**config.mk**
```make
export PLATFORM = sky130hd
export DESIGN_NAME = cau_div_step
export DESIGN_NICKNAME = d
export VERILOG_FILES = /design/src/rtl/cau_pkg.sv /design/src/rtl/cau_div_step.sv
export SDC_FILE = /design/constraint.sdc
export NUM_CORES = 1
export LEC_CHECK = 0
export BUFFER_PORTS_ARGS = -buffer_cell sky130_fd_sc_hd__buf_2
export CAP_MARGIN = 0
export CORE_AREA = 2 2 308 310
export CTS_BUF_LIST = sky130_fd_sc_hd__clkbuf_4
export CTS_CLUSTER_DIAMETER = 60
export DETAILED_ROUTE_END_ITERATION = 16
export DIE_AREA = 0 0 310 312
export PLACE_DENSITY = 0.53
export RECOVER_POWER = 25
export SYNTH_ARGS = -nofsm -noshare
export SYNTH_HDL_FRONTEND = slang
export SYNTH_SLANG_ARGS = --single-unit
```
**constraint.sdc**
```tcl
create_clock -name i_clk -period 17.29 [get_ports i_clk]
set_clock_uncertainty 0.2 [all_clocks]
set_input_delay 0 -clock i_clk [delete_from_list [all_inputs] [get_ports i_clk]]
set_output_delay 0 -clock i_clk [all_outputs]
set_load 0.01 [all_outputs]
```
**src/rtl/cau_pkg.sv**
```systemverilog
// -----------------------------------------------------------------------------
// Complex arithmetic unit package
// Widths, opcode and status codes, pipeline record and saturation helper.
// -----------------------------------------------------------------------------
package cau_pkg;

    localparam int W_BITS = 32;            // word width of every operand part
    localparam int F_BITS = 16;            // fraction bits
    localparam int PB     = 2 * W_BITS;    // product width
    localparam int MB     = PB + 1;        // sum of products / magnitude width
    localparam int DB     = PB;            // |B|^2 width
    localparam int QB     = W_BITS + 1;    // quotient bits developed
    localparam int NW     = MB + F_BITS;   // scaled dividend width
    localparam int R0W    = NW - QB;       // dividend bits above the quotient window
    localparam int LW     = W_BITS + 1;    // add / subtract / conjugate width

    localparam logic [2:0] OP_ADD  = 3'd0;
    localparam logic [2:0] OP_SUB  = 3'd1;
    localparam logic [2:0] OP_MUL  = 3'd2;
    localparam logic [2:0] OP_DIV  = 3'd3;
    localparam logic [2:0] OP_CONJ = 3'd4;

    localparam logic [1:0] ST_OK  = 2'd0;
    localparam logic [1:0] ST_SAT = 2'd1;
    localparam logic [1:0] ST_DZ  = 2'd2;

    typedef struct packed {
        logic [W_BITS-1:0] value;
        logic              flag;
    } t_sat;

    // One record per divider step; non-divide results ride along finished.
    typedef struct packed {
        logic              valid;
        logic [2:0]        op;
        logic              dz;
        logic [W_BITS-1:0] lin_re;
        logic [W_BITS-1:0] lin_im;
        logic              lin_flag;
        logic              neg_re;
        logic              neg_im;
        logic              ovf_re;
        logic              ovf_im;
        logic [DB-1:0]     den;
        logic [DB-1:0]     rem_re;
        logic [DB-1:0]     rem_im;
        logic [QB-1:0]     low_re;
        logic [QB-1:0]     low_im;
        logic [QB-1:0]     q_re;
        logic [QB-1:0]     q_im;
    } t_cau_div;

    // Clamp a sign-magnitude value into a signed word.
    function automatic t_sat f_sat(input logic neg, input logic [MB-1:0] mag);
        t_sat          r;
        logic [MB-1:0] lim_neg;
        logic [MB-1:0] lim_pos;
        lim_neg = {{(MB-W_BITS){1'b0}}, 1'b1, {(W_BITS-1){1'b0}}};
        lim_pos = lim_neg - 1'b1;
        r.flag  = 1'b0;
        if (!neg) begin
            if (mag > lim_pos) begin
                r.value = {1'b0, {(W_BITS-1){1'b1}}};
                r.flag  = 1'b1;
            end else begin
                r.value = mag[W_BITS-1:0];
            end
        end else begin
            if (mag > lim_neg) begin
                r.value = {1'b1, {(W_BITS-1){1'b0}}};
                r.flag  = 1'b1;
            end else begin
                r.value = ~mag[W_BITS-1:0] + 1'b1;
            end
        end
        return r;
    endfunction

endpackage

```
**src/rtl/cau_div_step.sv**
```systemverilog
// -----------------------------------------------------------------------------
// Divider step
// One restoring-division bit for the real and imaginary quotients.
// -----------------------------------------------------------------------------
module cau_div_step
    import cau_pkg::*;
(
    input  logic     i_clk,
    input  logic     i_rst_n,
    input  logic     i_en,
    input  t_cau_div i_stage,
    output t_cau_div o_stage
);

    t_cau_div      r_stage;
    t_cau_div      n_stage;
    logic [DB:0]   tr_re, tr_im, df_re, df_im;
    logic          ge_re, ge_im;

    always_comb begin
        tr_re = {i_stage.rem_re, i_stage.low_re[QB-1]};
        tr_im = {i_stage.rem_im, i_stage.low_im[QB-1]};
        df_re = tr_re - {1'b0, i_stage.den};
        df_im = tr_im - {1'b0, i_stage.den};
        ge_re = tr_re >= {1'b0, i_stage.den};
        ge_im = tr_im >= {1'b0, i_stage.den};

        n_stage        = i_stage;
        n_stage.rem_re = ge_re ? df_re[DB-1:0] : tr_re[DB-1:0];
        n_stage.rem_im = ge_im ? df_im[DB-1:0] : tr_im[DB-1:0];
        n_stage.q_re   = {i_stage.q_re[QB-2:0], ge_re};
        n_stage.q_im   = {i_stage.q_im[QB-2:0], ge_im};
        n_stage.low_re = {i_stage.low_re[QB-2:0], 1'b0};
        n_stage.low_im = {i_stage.low_im[QB-2:0], 1'b0};
    end

    always_ff @(posedge i_clk) begin
        if (!i_rst_n) begin
            r_stage.valid <= 1'b0;
        end else if (i_en) begin
            r_stage <= n_stage;
        end
    end

    assign o_stage = r_stage;

endmodule

```
==> metrics.md, run 1 <==
| Metric | Value |
|---|---|
| Ys flop type | `edfxtp_1` |
| Ports | `799` |
| Die height | `312 um` |
| Detailed placement HPWL | `83.60 mm` |
| CTS Hold Bufs | `798` |
| # clock sinks | `396` |
| Gpl congestion | `0.8750` |
| Synth cell types | `97` |
| IO buf count | `794` |
| Die X | `310 um` |
| Ys async rst share | `0%` |
| Worst slack, placed | `12.20 ns` |
| Row cnt | `112` |
| #FFs+latches synth | `396` |
| Post-CTS setup buffer count | `0` |
| Sequential area share after synthesis | `54.38%` |
| Yosys warning count | `0` |
| Initial core utilization | `23.48%` |
| Failed at | `clock tree synthesis (4_1_cts)` |
| Placed instance count | `3768` |
| CTS buffer count | `116` |
| Clk buf depth | `3` |
| Syn_area_per_cell | `12.31 um^2` |
| Synth Cell Area | `0.02185 mm^2` |
| Synthesized instance count | `1775` |
| Clock root buffer | `clkbuf_4` |
| Post_cts resized | `0` |
| Number of enable flip-flop cells after synthesis | `395` |
| # H-tree levels | `3` |
| Error | `[ERROR RSZ-0060] Max buffer count reached.` |
| Outcome | `stopped before the end` |
## kinds of logic after synthesis
| family | count (synthesis) | share of synthesized area (%) |
|---|---|---|
| AOI/OAI and AO/OA | 469 | 13.96 |
| DFF | 396 | 54.38 |
| and+or+nand+nor | 386 | 8.917 |
| buffers and inverters | 163 | 3.694 |
| adders and majority gates | 130 | 7.514 |
| muxes | 116 | 6.941 |
| xor gates and xnor gates | 114 | 4.570 |
| other | 1 | 0.01716 |
## per-stage QoR
stage | cell area (um^2) | util (%)
detailed placement | 27060 | 29.08
global placement | 27060 | 29.08
floorplan | 21850 | -
## synthesized netlist by cell type (12+ instances only)
cell      instances  area (um^2)
clkbuf_1         32        120.1
buf_2            17        85.08
a31oi_1          16        100.1
nand2_1         110        412.9
mux2_4           58        870.8
a21o_1           47        352.8
nor2b_1          12        75.07
ha_1            128         1602
o21ai_0          93        465.5
xnor2_1          72        630.6
edfxtp_1        395        11860
xor2_1           42        367.9
o21bai_1         25        187.7
nor2_1           82        307.8
nor3_1           15        75.07
nand3_1          33        165.2
nand4_1          40        250.2
mux2_2           45        506.7
nand2b_1         16        100.1
and3_1           13        81.33
and2_1           14        87.58
a21oi_1         153        765.7
o21a_1           25        187.7
inv_1            94        352.8
==> run 2: changes to the inputs <==
--- a/config.mk
+++ b/config.mk
@@ -7,12 +7,9 @@
 export LEC_CHECK = 0
 export BUFFER_PORTS_ARGS = -buffer_cell sky130_fd_sc_hd__buf_2
 export CAP_MARGIN = 0
-export CORE_AREA = 2 2 308 310
-export CTS_BUF_LIST = sky130_fd_sc_hd__clkbuf_4
-export CTS_CLUSTER_DIAMETER = 60
+export CORE_UTILIZATION = 20
 export DETAILED_ROUTE_END_ITERATION = 16
-export DIE_AREA = 0 0 310 312
-export PLACE_DENSITY = 0.53
+export PLACE_DENSITY_LB_ADDON = 0.15
 export RECOVER_POWER = 25
 export SYNTH_ARGS = -nofsm -noshare
 export SYNTH_HDL_FRONTEND = slang
==> run 2 against run 1 <==
The run now ends clean; synthesized cell count is the same; synthesized area is the same.
==> metrics.md, run 2 <==
| Metric | Value |
|---|---|
| Reg2reg end | `o_stage[397]` |
| Routed Wire Length | `102.6 mm` |
| Clock latency on the worst-skew pair | `0.62 ns` |
| Crit. End Element | `flop` |
| Wire per inst | `21.57 um` |
| Antenna Nets Post-Route | `0` |
| Layout area overhead | `66.03%` |
| Initial antenna violation count | `20` |
| Worst-Margin Slew | `1.197 ns` |
| Die X | `332.5 um` |
| Gpl congestion | `0.8468` |
| Initial core utilization | `20.29%` |
| Vias in the first global route | `21470` |
| Worst VDD drop | `73.84 uV` |
| Commonest non-fill, non-tap cells in the layout | `dlygate4sd3_1, buf_2, edfxtp_1, a21oi_1, ha_1` |
| # clock sinks | `396` |
| First-pass detailed-route iteration total | `5` |
| R2r setup slk | `15.94 ns` |
| Ports | `799` |
| Yosys top cell by area | `edfxtp_1` |
| Synth cell types | `97` |
| Relative slew margins | `18.16%` |
| Final hold vios | `0` |
| Nets | `3834` |
| Hold EP | `o_stage[157]` |
| Startpoint types | `primary input` |
| DR vias | `20570` |
| Final Cycle Share | `32.22%` |
| Reg area | `0.01188 mm^2` |
| #FFs+latches synth | `396` |
| Clock root buffer | `clkbuf_16` |
| Leakage Power | `15.03 nW` |
| RSZ-0062 raised after global routing | `no` |
| Clk buf depth | `3` |
| Worst hold path type | `in -> reg` |
| Most common cell in the netlist | `edfxtp_1` |
| Final Max Slew Viols | `0` |
| Pwr dens | `86.30 mW/mm^2` |
| Syn_area_per_cell | `12.31 um^2` |
| Die height | `332.5 um` |
| CTS buffer count | `51` |
| Largest net degree at the start of global routing | `155` |
| Setup Crit Path Kind | `in -> reg` |
| Ys flop type | `edfxtp_1` |
| Multi-input gate area | `0.009171 mm^2` |
| Share of layout cells above drive strength 1 | `28.40%` |
| Global-route wire length before repair | `146.6 mm` |
| CTS clk-pin slew, worst paths | `0.06 ns` |
| Detailed placement HPWL | `80.49 mm` |
| Synth Cell Area | `0.02185 mm^2` |
| Peak Freq | `0.1795 GHz` |
| Setup TNS | `0 ns` |
| Critical path arrival | `5.77 ns` |
| # H-tree levels | `2` |
| Most common cell after layout, fill and taps aside | `dlygate4sd3_1` |
| WHS Path Cells | `3` |
| Setup ws final | `11.72 ns` |
| Post-synth top cells | `edfxtp_1, a21oi_1, ha_1, nand2_1, inv_1` |
| Vias/cell | `4.326` |
| Sequential area share after synthesis | `54.38%` |
| Max Cap Viol | `0` |
| Crit path time final | `5.571 ns` |
| DRC violation count after routing | `0` |
| Synthesized instance count | `1775` |
| Top cells by area, synth | `edfxtp_1, ha_1, mux2_4` |
| Worst slack, placed | `12.13 ns` |
| Share of the synthesized area in the top cell type | `54.29%` |
| Total track usage | `18.05%` |
| CTS tree | `yes` |
| Outcome | `completed` |
| IO buf count | `794` |
| Core ar. | `0.1077 mm^2` |
| Yosys warning count | `0` |
| Post-CTS setup buffer count | `0` |
| Worst Min Path Start | `i_stage[156]` |
| Worst endpoint required time | `17.49 ns` |
| Max FFs per register | `396` |
| Setup Viol. Count Final | `0` |
| Fillcell total | `11000` |
| DR iter-0 viols | `1145` |
| Worst r2r src | `o_stage[397]` |
| R2R depth | `3` |
| Overflow after GRT | `0` |
| Number of enable flip-flop cells after synthesis | `395` |
| Ys async rst share | `0%` |
| Full die area | `0.1106 mm^2` |
| Critical path peak fanout | `53` |
| Row cnt | `120` |
## run 2: worst max path at each step
stage	start	endpoint	slack, ns
after floorplan	i_en	o_stage[0]	7.40
after global placement	i_stage[293]	o_stage[134]	12.09
after detailed placement	i_stage[293]	o_stage[134]	12.13
after CTS	i_stage[293]	o_stage[134]	11.66
after global routing	i_stage[291]	o_stage[134]	11.40
final	i_stage[261]	o_stage[205]	11.72
## run 2: cells by family after synthesis
kind of cell / share of synthesized area, %
AO/OA/AOI/OAI: 13.96
flip-flops: 54.38
AND/OR/NAND/NOR: 8.917
buffers and inverters: 3.694
adder cells (fa/ha/maj): 7.514
multiplexers: 6.941
XOR/XNOR: 4.570
other: 0.01716
## run 2: worst max-delay path, stage by stage
cell and delay (ns):
dlygate4sd3_1 0.53, clkbuf_1 0.29, inv_1 0.14, ha_1 0.32, nand2b_1 0.08, a21o_1 0.21, a21oi_1 0.32, o21ai_1 0.28
a211oi_2 0.45, o21ai_1 0.21, a211oi_2 0.66, o21ai_2 0.33, and2_4 0.30, inv_4 0.65, mux2_2 0.41, dlygate4sd3_1 0.56
## run 2: through the flow
stage	cell area, um^2	util, %	power, mW	std cells	hold WS [ns]
2_1_floorplan	21850	-	1.615	1776	-0.1011
3_5_place_dp	27250	25.32	1.876	3918	-0.02190
5_1_grt	36260	33.68	3.281	4750	0.02860
4_1_cts	36360	33.77	3.181	4748	0.0002102
6_report	36270	33.69	3.130	4755	0.02999
3_3_place_gp	27250	25.32	1.877	3918	-0.02333
## run 2: cell type report
type	count	share of cell area, %
Clock buffer	58	3.650
Tap cell	1403	4.840
Multi-Input combinational cell	1217	25.28
Inverter	96	1.021
Timing Repair Buffer	1541	31.23
Sequential cell	396	32.76
Clock inverter	37	1.166
Antenna cell	7	0.04829
## run 2: metal layers
layer	global-route usage, %	part of all wire, %	up-vias
met1	20.96	40	9897
li1	-	-	9790
met3	4.349	6.3	136
met5	0	0.11	-
met4	6.491	3.6	18
met2	31.99	50	727
## run 2: power by group
group | total (mW) | switching [mW] | internal [mW]
clock | 1.13 | 0.457 | 0.671
combinational | 0.817 | 0.422 | 0.395
sequential | 1.19 | 0.0265 | 1.16
## run 2: repair_timing
action	in CTS	in global routing
hold endpoints to repair	457	0
hold buffers	735	0
resized for setup	0	0
(Power assumes the default switching activity.)
